[config.mk]
export PLATFORM = sky130hd
export DESIGN_NAME = voltage_integral_loop_with_lock_core
export DESIGN_NICKNAME = d
export VERILOG_FILES = /design/src/rtl/vil_pkg.sv /design/src/rtl/voltage_integral_loop_with_lock_core.sv /design/src/rtl/vil_ram.sv
export VERILOG_INCLUDE_DIRS = /design/src /design/src/rtl
export SDC_FILE = /design/constraint.sdc
export NUM_CORES = 1
export LEC_CHECK = 0
export BUFFER_PORTS_ARGS = -buffer_cell sky130_fd_sc_hd__buf_2
export CAP_MARGIN = 10
export CORE_UTILIZATION = 55
export DETAILED_ROUTE_END_ITERATION = 16
export GPL_TIMING_DRIVEN = 0
export PLACE_DENSITY = 0.72
export SKIP_LAST_GASP = 1
export SYNTH_ARGS = -nofsm -noshare
export SYNTH_HDL_FRONTEND = slang
export SYNTH_SLANG_ARGS = --single-unit
[constraint.sdc]
create_clock -name i_clk -period 7.7 [get_ports i_clk]
set_input_delay 0.385 -clock i_clk [delete_from_list [all_inputs] [get_ports i_clk]]
set_output_delay 0.385 -clock i_clk [all_outputs]
set_load 0.01 [all_outputs]
[src/rtl/assert_macros.svh]
// Assertion macros shared by the RTL. Define NO_ASSERTIONS to compile them out.
`ifndef ASSERT_MACROS_SVH
`define ASSERT_MACROS_SVH

`ifndef NO_ASSERTIONS

`define ASSERT_CLK_RST(label, prop, msg) \
    label: assert property (@(posedge i_clk) disable iff (!i_rst_n) (prop)) \
        else $error(msg);

`define ASSERT_CLK(label, prop, msg) \
    label: assert property (@(posedge i_clk) (prop)) else $error(msg);

`else

`define ASSERT_CLK_RST(label, prop, msg)

`define ASSERT_CLK(label, prop, msg)

`endif

`endif

[src/rtl/vil_pkg.sv]
package vil_pkg;

    localparam int NumChannels = 4;

    // Configuration register indexes.
    localparam logic [1:0] CfgGain      = 2'd0;
    localparam logic [1:0] CfgTolerance = 2'd1;
    localparam logic [1:0] CfgLockTime  = 2'd2;

    localparam logic [9:0]  GainReset      = 10'd192;
    localparam logic [7:0]  ToleranceReset = 8'd13;
    localparam logic [7:0]  LockTimeReset  = 8'd10;
    localparam logic [11:0] DriveIdle      = 12'd4095;

    localparam int DriveW = 12;
    localparam int CountW = 8;
    // Channel memory word: drive, lock counter, lock flag.
    localparam int MemW   = DriveW + CountW + 1;

    typedef enum logic [2:0] {
        S_IDLE,
        S_READ,
        S_MUL,
        S_UPD,
        S_DONE
    } t_state;

endpackage

[src/rtl/voltage_integral_loop_with_lock_core.sv]
// Integral voltage regulator with lock detection for a set of supply channels.
// Input channel: i_in_valid / o_in_stall with the fields i_channel,
// i_loop_enable, i_measured_voltage and i_setpoint. Each request gives one
// result on o_out_valid / i_out_stall carrying o_out_channel, o_drive_value
// and o_locked. Configuration is a plain write port (i_cfg_we, i_cfg_index,
// i_cfg_data): index 0 gain, 1 lock tolerance, 2 lock time.
// A request is taken only in the idle state; no new request is taken until the
// read, multiply, update and write-back sequence on the channel memory is done.
// The result is loaded into the output register at write-back.
// The per-channel drive, lock counter and lock flag live in one memory with
// a registered read. Per-channel valid bits make a channel that was never
// written read as drive 4095, counter 0 and flag clear.
// Reset is synchronous and active low; it restores the register defaults,
// clears the valid bits and empties the output register. There is no clearing
// pass, so requests are taken from the first cycle after reset.
// A stalled result is held in the output register while the next request is
// taken and processed; that request waits for write-back until the output
// register frees up.
`include "assert_macros.svh"

module voltage_integral_loop_with_lock_core #(
    parameter int NUM_CHANNELS = vil_pkg::NumChannels
) (
    input  logic               i_clk,
    input  logic               i_rst_n,
    input  logic               i_in_valid,
    output logic               o_in_stall,
    input  logic [1:0]         i_channel,
    input  logic               i_loop_enable,
    input  logic signed [12:0] i_measured_voltage,
    input  logic [9:0]         i_setpoint,
    output logic               o_out_valid,
    input  logic               i_out_stall,
    output logic [1:0]         o_out_channel,
    output logic [11:0]        o_drive_value,
    output logic               o_locked,
    input  logic               i_cfg_we,
    input  logic [1:0]         i_cfg_index,
    input  logic [9:0]         i_cfg_data
);

    import vil_pkg::*;

    localparam int AddrW = (NUM_CHANNELS > 1) ? $clog2(NUM_CHANNELS) : 1;
    localparam logic [4:0] ChLimit = 5'(NUM_CHANNELS);

    t_state r_state, n_state;

    logic [9:0] r_gain;
    logic [7:0] r_tol;
    logic [7:0] r_ltime;

    logic [NUM_CHANNELS-1:0] r_valid;

    logic [AddrW-1:0]   r_addr;
    logic [1:0]         r_ch;
    logic               r_ch_ok;
    logic               r_en;
    logic signed [12:0] r_meas;
    logic [9:0]         r_sp;

    logic signed [13:0] r_err;
    logic [11:0]        r_drive;
    logic [7:0]         r_cnt;
    logic               r_flag;

    logic signed [24:0] r_prod;
    logic [18:0]        r_thr;
    logic [12:0]        r_mag;

    logic [11:0] r_new_drive;
    logic [7:0]  r_new_cnt;
    logic        r_new_flag;

    logic        r_out_valid;
    logic [1:0]  r_out_ch;
    logic [11:0] r_out_drive;
    logic        r_out_locked;

    logic             in_accept;
    logic             out_free;
    logic             ram_we;
    logic             out_load;
    logic [AddrW-1:0] ram_raddr;
    logic [MemW-1:0]  ram_rdata;
    logic [MemW-1:0]  ram_wdata;

    logic               rd_hit;
    logic [11:0]        rd_drive;
    logic [7:0]         rd_cnt;
    logic               rd_flag;
    logic signed [13:0] err_c;
    logic [12:0]        mag_c;
    logic signed [17:0] sum_c;
    logic [11:0]        clamp_c;
    logic               out_tol_c;
    logic [11:0]        upd_drive;
    logic [7:0]         upd_cnt;
    logic               upd_flag;

    assign in_accept = i_in_valid && !o_in_stall;
    assign out_free  = !r_out_valid || !i_out_stall;
    assign ram_raddr = AddrW'(i_channel);
    assign ram_wdata = {r_new_drive, r_new_cnt, r_new_flag};

    vil_ram #(
        .WIDTH(MemW),
        .DEPTH(NUM_CHANNELS)
    ) u_ram (
        .i_clk  (i_clk),
        .i_we   (ram_we),
        .i_waddr(r_addr),
        .i_wdata(ram_wdata),
        .i_raddr(ram_raddr),
        .o_rdata(ram_rdata)
    );

    // Configuration registers.
    always_ff @(posedge i_clk) begin
        if (!i_rst_n) begin
            r_gain  <= GainReset;
            r_tol   <= ToleranceReset;
            r_ltime <= LockTimeReset;
        end else if (i_cfg_we) begin
            case (i_cfg_index)
                CfgGain:      r_gain  <= i_cfg_data;
                CfgTolerance: r_tol   <= i_cfg_data[7:0];
                CfgLockTime:  r_ltime <= i_cfg_data[7:0];
                default:      ;
            endcase
        end
    end

    always_ff @(posedge i_clk) begin
        if (!i_rst_n) begin
            r_state <= S_IDLE;
        end else begin
            r_state <= n_state;
        end
    end

    always_comb begin
        n_state    = r_state;
        o_in_stall = 1'b1;
        ram_we     = 1'b0;
        out_load   = 1'b0;
        case (r_state)
            S_IDLE: begin
                o_in_stall = 1'b0;
                if (i_in_valid) begin
                    n_state = S_READ;
                end
            end
            S_READ: n_state = S_MUL;
            S_MUL:  n_state = S_UPD;
            S_UPD:  n_state = S_DONE;
            S_DONE: begin
                if (out_free) begin
                    out_load = 1'b1;
                    ram_we   = r_ch_ok;
                    n_state  = S_IDLE;
                end
            end
            default: n_state = S_IDLE;
        endcase
    end

    // A channel that was never written reads as its reset contents.
    assign rd_hit   = r_ch_ok && r_valid[r_addr];
    assign rd_drive = rd_hit ? ram_rdata[MemW-1 -: DriveW] : DriveIdle;
    assign rd_cnt   = rd_hit ? ram_rdata[CountW:1] : '0;
    assign rd_flag  = rd_hit ? ram_rdata[0] : 1'b0;
    assign err_c    = $signed({r_meas[12], r_meas}) - $signed({4'b0, r_sp});
    assign mag_c    = r_err[13] ? 13'(-r_err) : r_err[12:0];

    // Floor of product / 256 is the arithmetic shift of the product.
    assign sum_c = $signed({6'b0, r_drive}) + 18'($signed(r_prod[24:8]));

    always_comb begin
        if (sum_c < 0) begin
            clamp_c = '0;
        end else if (sum_c > $signed({6'b0, DriveIdle})) begin
            clamp_c = DriveIdle;
        end else begin
            clamp_c = sum_c[11:0];
        end
    end

    // floor(mag * 256 / sp) > tol holds exactly when mag * 256 >= (tol + 1) * sp;
    // a zero setpoint lands on the out-of-tolerance side as required.
    assign out_tol_c = {r_mag, 8'b0} >= {2'b0, r_thr};

    always_comb begin
        upd_drive = DriveIdle;
        upd_cnt   = r_cnt;
        upd_flag  = 1'b0;
        if (!r_ch_ok) begin
            upd_drive = DriveIdle;
            upd_flag  = 1'b0;
        end else if (!r_en) begin
            upd_drive = DriveIdle;
            upd_flag  = r_flag;
        end else begin
            upd_drive = clamp_c;
            if (out_tol_c) begin
                upd_cnt  = '0;
                upd_flag = 1'b0;
            end else if (r_cnt < r_ltime) begin
                upd_cnt  = r_cnt + 8'd1;
                upd_flag = 1'b0;
            end else begin
                upd_flag = 1'b1;
            end
        end
    end

    // Datapath registers.
    always_ff @(posedge i_clk) begin
        if (in_accept) begin
            r_addr  <= ram_raddr;
            r_ch    <= i_channel;
            r_ch_ok <= {3'b0, i_channel} < ChLimit;
            r_en    <= i_loop_enable;
            r_meas  <= i_measured_voltage;
            r_sp    <= i_setpoint;
        end
        if (r_state == S_READ) begin
            r_err   <= err_c;
            r_drive <= rd_drive;
            r_cnt   <= rd_cnt;
            r_flag  <= rd_flag;
        end
        if (r_state == S_MUL) begin
            r_prod <= 25'(r_err) * 25'($signed({1'b0, r_gain}));
            r_thr  <= 19'({1'b0, r_tol} + 9'd1) * 19'(r_sp);
            r_mag  <= mag_c;
        end
        if (r_state == S_UPD) begin
            r_new_drive <= upd_drive;
            r_new_cnt   <= upd_cnt;
            r_new_flag  <= upd_flag;
        end
    end

    always_ff @(posedge i_clk) begin
        if (!i_rst_n) begin
            r_valid <= '0;
        end else if (ram_we) begin
            r_valid[r_addr] <= 1'b1;
        end
    end

    always_ff @(posedge i_clk) begin
        if (!i_rst_n) begin
            r_out_valid <= 1'b0;
        end else if (out_load) begin
            r_out_valid <= 1'b1;
        end else if (!i_out_stall) begin
            r_out_valid <= 1'b0;
        end
    end

    always_ff @(posedge i_clk) begin
        if (out_load) begin
            r_out_ch     <= r_ch;
            r_out_drive  <= r_new_drive;
            r_out_locked <= r_new_flag;
        end
    end

    assign o_out_valid   = r_out_valid;
    assign o_out_channel = r_out_ch;
    assign o_drive_value = r_out_drive;
    assign o_locked      = r_out_locked;

    `ASSERT_CLK_RST(a_write_only_at_done,
        ram_we |-> (r_state == S_DONE && r_ch_ok),
        "memory write outside write-back")
    `ASSERT_CLK_RST(a_accept_starts_read,
        in_accept |=> (r_state == S_READ),
        "accepted request did not start a read")
    `ASSERT_CLK_RST(a_bad_channel_idle,
        (o_out_valid && ({3'b0, o_out_channel} >= ChLimit))
            |-> (!o_locked && o_drive_value == DriveIdle),
        "unknown channel gave a non-idle result")

endmodule

[src/rtl/vil_ram.sv]
module vil_ram #(
    parameter int WIDTH = 8,
    parameter int DEPTH = 4
) (
    input  logic                                   i_clk,
    input  logic                                   i_we,
    input  logic [((DEPTH > 1) ? $clog2(DEPTH) : 1)-1:0] i_waddr,
    input  logic [WIDTH-1:0]                       i_wdata,
    input  logic [((DEPTH > 1) ? $clog2(DEPTH) : 1)-1:0] i_raddr,
    output logic [WIDTH-1:0]                       o_rdata
);

    logic [WIDTH-1:0] r_mem [DEPTH];
    logic [WIDTH-1:0] r_rdata;

    always_ff @(posedge i_clk) begin
        if (i_we) begin
            r_mem[i_waddr] <= i_wdata;
        end
        r_rdata <= r_mem[i_raddr];
    end

    assign o_rdata = r_rdata;

endmodule

# == After elaboration in Yosys (flattened, before gate mapping) ==
# Memory sizes are Yosys's and may differ from the RTL's. A register that Yosys moved wholly into a read port is not among the register bits.
# Cells that the tools add are included.
# classes
addsub,5
multipliers,2
n_lt_le_gt_ge,6
n_eq_ne,9
n_mux,23
bitwise,1
reduce_logical,11
# ops
op,n
multiplier 14 x 11 -> 25 bit,1
two-way mux 12 bit,2
two-way mux 8 bit,3
>= comparator 21 x 19 -> 1 bit,1
multiplier 9 x 10 -> 19 bit,1
adder 13 x 17 -> 18 bit,1
"> comparator 18 x 13 -> 1 bit, second input constant",1
"less-than comparator 18 x 1 -> 1 bit, second input constant",1
case mux 3 bit (5 select lines),1
subtractor 13 x 11 -> 14 bit,1
two-way mux 13 bit,1
negator 13 bit,1
two-way mux 1 bit,12
"adder 8 x 1 -> 9 bit, second input constant",1
"adder 8 x 1 -> 8 bit, second input constant",1
less-than comparator 8 bit,1
AND reduction 2 bit,4
"equality test 3 x 2 -> 1 bit, second input constant",2
two-way mux 3 bit,2
"inequality test 2 bit, second input constant",2
bitwise OR 4 bit,1
"equality test 3 x 1 -> 1 bit, second input constant",1
"equality test 3 bit, second input constant",1
logical NOT 3 bit,1
11 further kinds,13
# totals
regBits,188
ram_bits,84
inputBits,43
output_inout_bits,17
wordCells,81
mem_count,1
# memory_table
memory,words,word_bits,read_ports,rd_ports_with_merged_regs,write_ports,line_no,source
u_ram.r_mem,4,21,1,1,1,vil_ram.sv:13,logic [WIDTH-1:0] r_mem [DEPTH];

# == Depth between registers and ports, before layout ==
# logic_depth
depth_word,6
mapped_depth,21
depth_no_buf,21

# == By module ==
# From an unflattened synthesis, not the netlist that was laid out.
# hier_totals
cells_unflattened,1697
area_unflattened_um2,19543.7
# by_module_without_submodules
mod,instances,cells_per_inst,area_per_inst_um2,seq_area_each_um2
voltage_integral_loop_with_lock_core,1,1563,16060.4,5064.9
vil_ram,1,134,3483.3,2942.8

# == Least setup slack after synthesis ==
# No wires, ideal clock.
# synth_path
kind,register -> register
start,register r_gain[7]
end,"register r_prod[24], data pin"
setup_ns,0.260
t_arrival_ns,5.199
t_required_ns,7.440
path_slack_ns,2.241
path_stages_with_launch,20
n_path_buf,1
synth_period_minus_slack_ns,5.459
cell_sequence,dfxtp_1 > clkbuf_1 > nand2_1 > fa_1 > inv_1 > fa_1 > fa_1 > fa_1 > inv_1 > fa_1 > inv_1 > ha_1 > a21o_1 > a21o_1 > a21oi_1 > o211ai_1 > a211oi_1 > a21oi_1 > a21oi_1 > xnor2_1
# synth_via
elab_chain_cells,1
# synth_lines
element,line_no,source
"start, declared",voltage_integral_loop_with_lock_core.sv:49,logic [9:0] r_gain;
"start signal, assigned",voltage_integral_loop_with_lock_core.sv:121,r_gain <= GainReset;
"start signal, assigned",voltage_integral_loop_with_lock_core.sv:126,CfgGain: r_gain <= i_cfg_data;
multiplier 14 x 11 -> 25 bit,voltage_integral_loop_with_lock_core.sv:234,"r_prod <= 25'(r_err) * 25'($signed({1'b0, r_gain}));"
"end signal, assigned",voltage_integral_loop_with_lock_core.sv:234,
"end, declared",voltage_integral_loop_with_lock_core.sv:67,logic signed [24:0] r_prod;
# Every way passes these cells.
# A chain may end at the register's enable or synchronous reset.

# == Final worst setup path ==
# layout_path
start,register r_gain[4]
end,"register r_prod[24], data pin"
# The elaborated chain is that of the path after synthesis.

==> flow_metrics.py <==
metrics = {
    "critical_path": {
        "crit_family": "adder cells",
        "cpMaxStageDelayCell": "a211oi_1",
        "worst-path-buf-inv": 4,
        "path_common_cell": "fa_1",
        "cp-end-kind": "register",
        "cp_cell_sequence": "clkbuf_1 -> nand2_1 -> fa_1 -> fa_1 -> fa_1 -> inv_1 -> fa_1 -> inv_1 -> fa_1 -> inv_1 -> ha_1 -> a21oi_1 -> o21ai_0 -> a211oi_1 -> o211ai_1 -> a211oi_1 -> a21oi_1 -> a21oi_1 -> xnor2_1",
        "cpPeakStageDelay_ns": 0.67,
        "cp-start-kind": "register",
        "worstPathRequired_ns": 8.01,
        "cp_max_fo": 10,
        "crit_arrival_ns": 7.00,
        "criticalPathCategory": "reg2reg",
    },
    "timing": {
        "slew-limit-headroom_pct": 20.3,
        "worst_slew_pin_slew_ns": 1.20,
        "fin_crit_sh_pct": 86.9,
        "setup_viol": 0,
        "fmax_mhz": 149,
        "drv_slew": 0,
        "final.setup.tns_ns": 0,
        "period_needed_ns": 6.69,
        "hold_viol_final": 0,
        "rsz0062_at_grt": "no",
        "skew_ns": 0.0166,
    },
    "layout": {
        "drive_gt1_share_pct": 8.63,
        "area_growth_pct": 11.9,
        "final_nets": 2197,
        "fin_area_um2": 21900,
        "n_antenna_cell": 0,
    },
    "global_route": {
        "grt_max_degree": 27,
        "grt_pass1_vias": 13000,
        "grt_usage_pct": 22.9,
        "grt_pass1_wl_mm": 65.2,
        "gr-total-overflow": 0,
        "grt_antenna_before_repair": 0,
    },
    "synthesis": {
        "syn_area_um2": 19600,
        "synth_top_family_by_area": "adder cells",
        "synth_cell_type_count": 64,
        "synthAdderAreaFrac_pct": 27.8,
        "ys_seq_area_share_pct": 40.9,
        "syn-instance-count": 1703,
        "synth_edf_count": 230,
        "synth_flop_cell": "edfxtp_1",
        "synthTopCellsByArea": "edfxtp_1, fa_1, ha_1",
        "ys_top_cells_by_count": "inv_1, edfxtp_1, fa_1, ha_1, nand2_1",
        "yosys.area_share.simple_pct": 12.4,
        "synth_compound_area_share_pct": 5.05,
        "yosysTopAreaCell": "edfxtp_1",
        "syn_nets": 2069,
        "synthMuxAreaShare_pct": 3.82,
        "yosysMostFrequentCell": "inv_1",
        "yosys.area_share.xor_xnor_pct": 3.22,
        "ys.warnings.count": 0,
        "synth-seq-cells": 285,
        "yosys.area.top_type_share_pct": 35.3,
        "async_reset_ff_share_pct": 0,
        "avgSynthCellArea_um2": 11.5,
    },
    "clock_network": {
        "post_cts_buffers": 0,
        "clock_path_buffers": 3,
        "cts_tree": "done",
        "clock-sinks": 285,
        "hold_buffers": 24,
        "clockRootBuffer": "clkbuf_16",
        "cts_resized": 0,
        "clk_pin_slew_worst_paths_ns": 0.06,
        "numCtsBuffers": 30,
        "worstSkewPairLatency_ns": 0.57,
        "cts_htree_levels": 1,
    },
    "floorplanning": {
        "die_area_um2": 36300,
        "ios": 60,
        "die_w_um": 191,
        "die_y_um": 191,
        "initial_core_util_pct": 56.2,
        "num_rows": 68,
        "core_um2": 34800,
    },
    "pwr": {
        "p_leak_uw": 0.00958,
        "p_int_uw": 3470,
        "swShare_pct": 32.2,
        "p_sw_uw": 1650,
        "p_clk_share_pct": 29.2,
        "pwr-share-comb_pct": 33.7,
        "seq_power_share_pct": 37.1,
        "p_per_area_nw_per_um2": 234,
        "peakVddDrop_v": 0.000210,
    },
    "routing": {
        "ant_nets": 0,
        "routed_wl_mm": 39.3,
        "drc": 0,
        "dr.pass1.iters": 5,
        "viasPerCell": 5.31,
        "vias": 12300,
        "wire_per_inst_um": 17.0,
        "first_iter_violations": 750,
    },
    "placed_design": {
        "dpl_cell_area_um2": 20600,
        "numPortBuffers": 59,
        "hpwl_mm": 29.7,
        "place_congestion": 0.917,
    },
    "outcome": {
        "status": "completed",
    },
    "min_path": {
        "hp-class": "in2reg",
    },
    "flow_run": {
        "max_cap_viol_count": 0,
    },
}
[final timing paths]
path,startpoint,to,slack [ns],depth (start not counted)
worst max-delay path,r_gain[4]$_SDFFE_PN0P_,r_prod[24]$_DFFE_PN_,1.01,19
worst min-delay path,i_cfg_data[8],r_gain[8]$_SDFFE_PN0P_,0.08,3
worst max register to register,r_gain[4]$_SDFFE_PN0P_,r_prod[24]$_DFFE_PN_,1.01,19
worst min register to register,r_valid[2]$_SDFFE_PN0P_,r_valid[2]$_SDFFE_PN0P_,0.46,1
[state kept, by name (all words and copies together), names as in the netlist, 2 cells and up]
name / cells
r_err: 14
r_new_cnt: 8
r_valid: 4
r_gain: 10
o_drive_value: 12
r_state: 3
o_out_channel: 2
u_ram.r_mem: 84
u_ram.o_rdata: 21
r_thr: 19
r_sp: 10
r_new_drive: 12
r_ch: 2
r_tol: 8
r_ltime: 8
r_cnt: 8
r_prod: 17
r_mag: 13
r_meas: 13
r_drive: 12
[cell type report]
cell class / instances / area, um^2
fillers: 2696 / 12900
multi-input cells: 1068 / 10300
clock inverters: 11 / 146
plain buffers: 45 / 180
flip-flops and latches: 285 / 8010
inverters: 305 / 1140
clock buffers: 45 / 880
well taps: 455 / 569
repair buffers: 96 / 709
[routing by layer]
metal / share of wire, % / up-vias / global-route usage, %
met5: 0 / - / 0
met4: 2.1 / 0 / 5.75
met3: 4.7 / 57 / 3.24
met2: 48 / 243 / 37.6
met1: 45 / 6136 / 32.2
li1: - / 5830 / -
[worst reg2reg max path, cell delays in order (launching register included)]
cell and delay [ns]:
dfxtp_1 0.54, clkbuf_1 0.46, nand2_1 0.16, fa_1 0.59, fa_1 0.44, fa_1 0.49
inv_1 0.05, fa_1 0.53, inv_1 0.06, fa_1 0.53, inv_1 0.04, ha_1 0.34
a21oi_1 0.13, o21ai_0 0.14, a211oi_1 0.67, o211ai_1 0.27, a211oi_1 0.50, a21oi_1 0.20
a21oi_1 0.21, xnor2_1 0.09
[per-stage QoR]
step                setup slack [ns]  util [%]  hold slack, ns  total power [uW]  cells
floorplan                       2.24         -           0.435              3250   1703
global placement                1.05      58.7           0.445              3570   2217
detailed placement              1.13      59.2           0.450              3630   2228
CTS                             1.09      62.8          0.0517              5160   2308
global route                   0.650      62.9          0.0743              5480   2310
finish                          1.01      62.9          0.0774              5110   2310
[power by group through the flow]
| stage | Combinational [uW] | Sequential, uW | Clock (uW) |
|---|---|---|---|
| 3_5_place_dp | 1710 | 1930 | 0 |
| 6_report | 1720 | 1900 | 1490 |
| 5_1_grt | 2000 | 1910 | 1580 |
| 4_1_cts | 1740 | 1900 | 1520 |
| 2_1_floorplan | 1350 | 1910 | 0 |
| 3_3_place_gp | 1640 | 1930 | 0 |
[layout by cell type, fill, tap and decap left out, types with 36 or more instances in the layout]
cell type and instances:
dfxtp_1 55, nand2_1 129, ha_1 136, edfxtp_1 230, clkbuf_1 50, inv_1 305
a21oi_1 36, fa_1 187, and2_1 87, buf_2 59, nor2_1 107, xnor2_1 47
[kinds of logic (layout without fill, tap and decap cells)]
logic type	count (synthesis)	count (layout)
muxes	47	47
buffers and inverters	350	502
and+or+nand+nor	482	482
DFF	285	285
xor gates and xnor gates	72	72
adders and majority gates	323	323
AOI/OAI and AO/OA	144	144
Power figures use the tool's default switching activity.
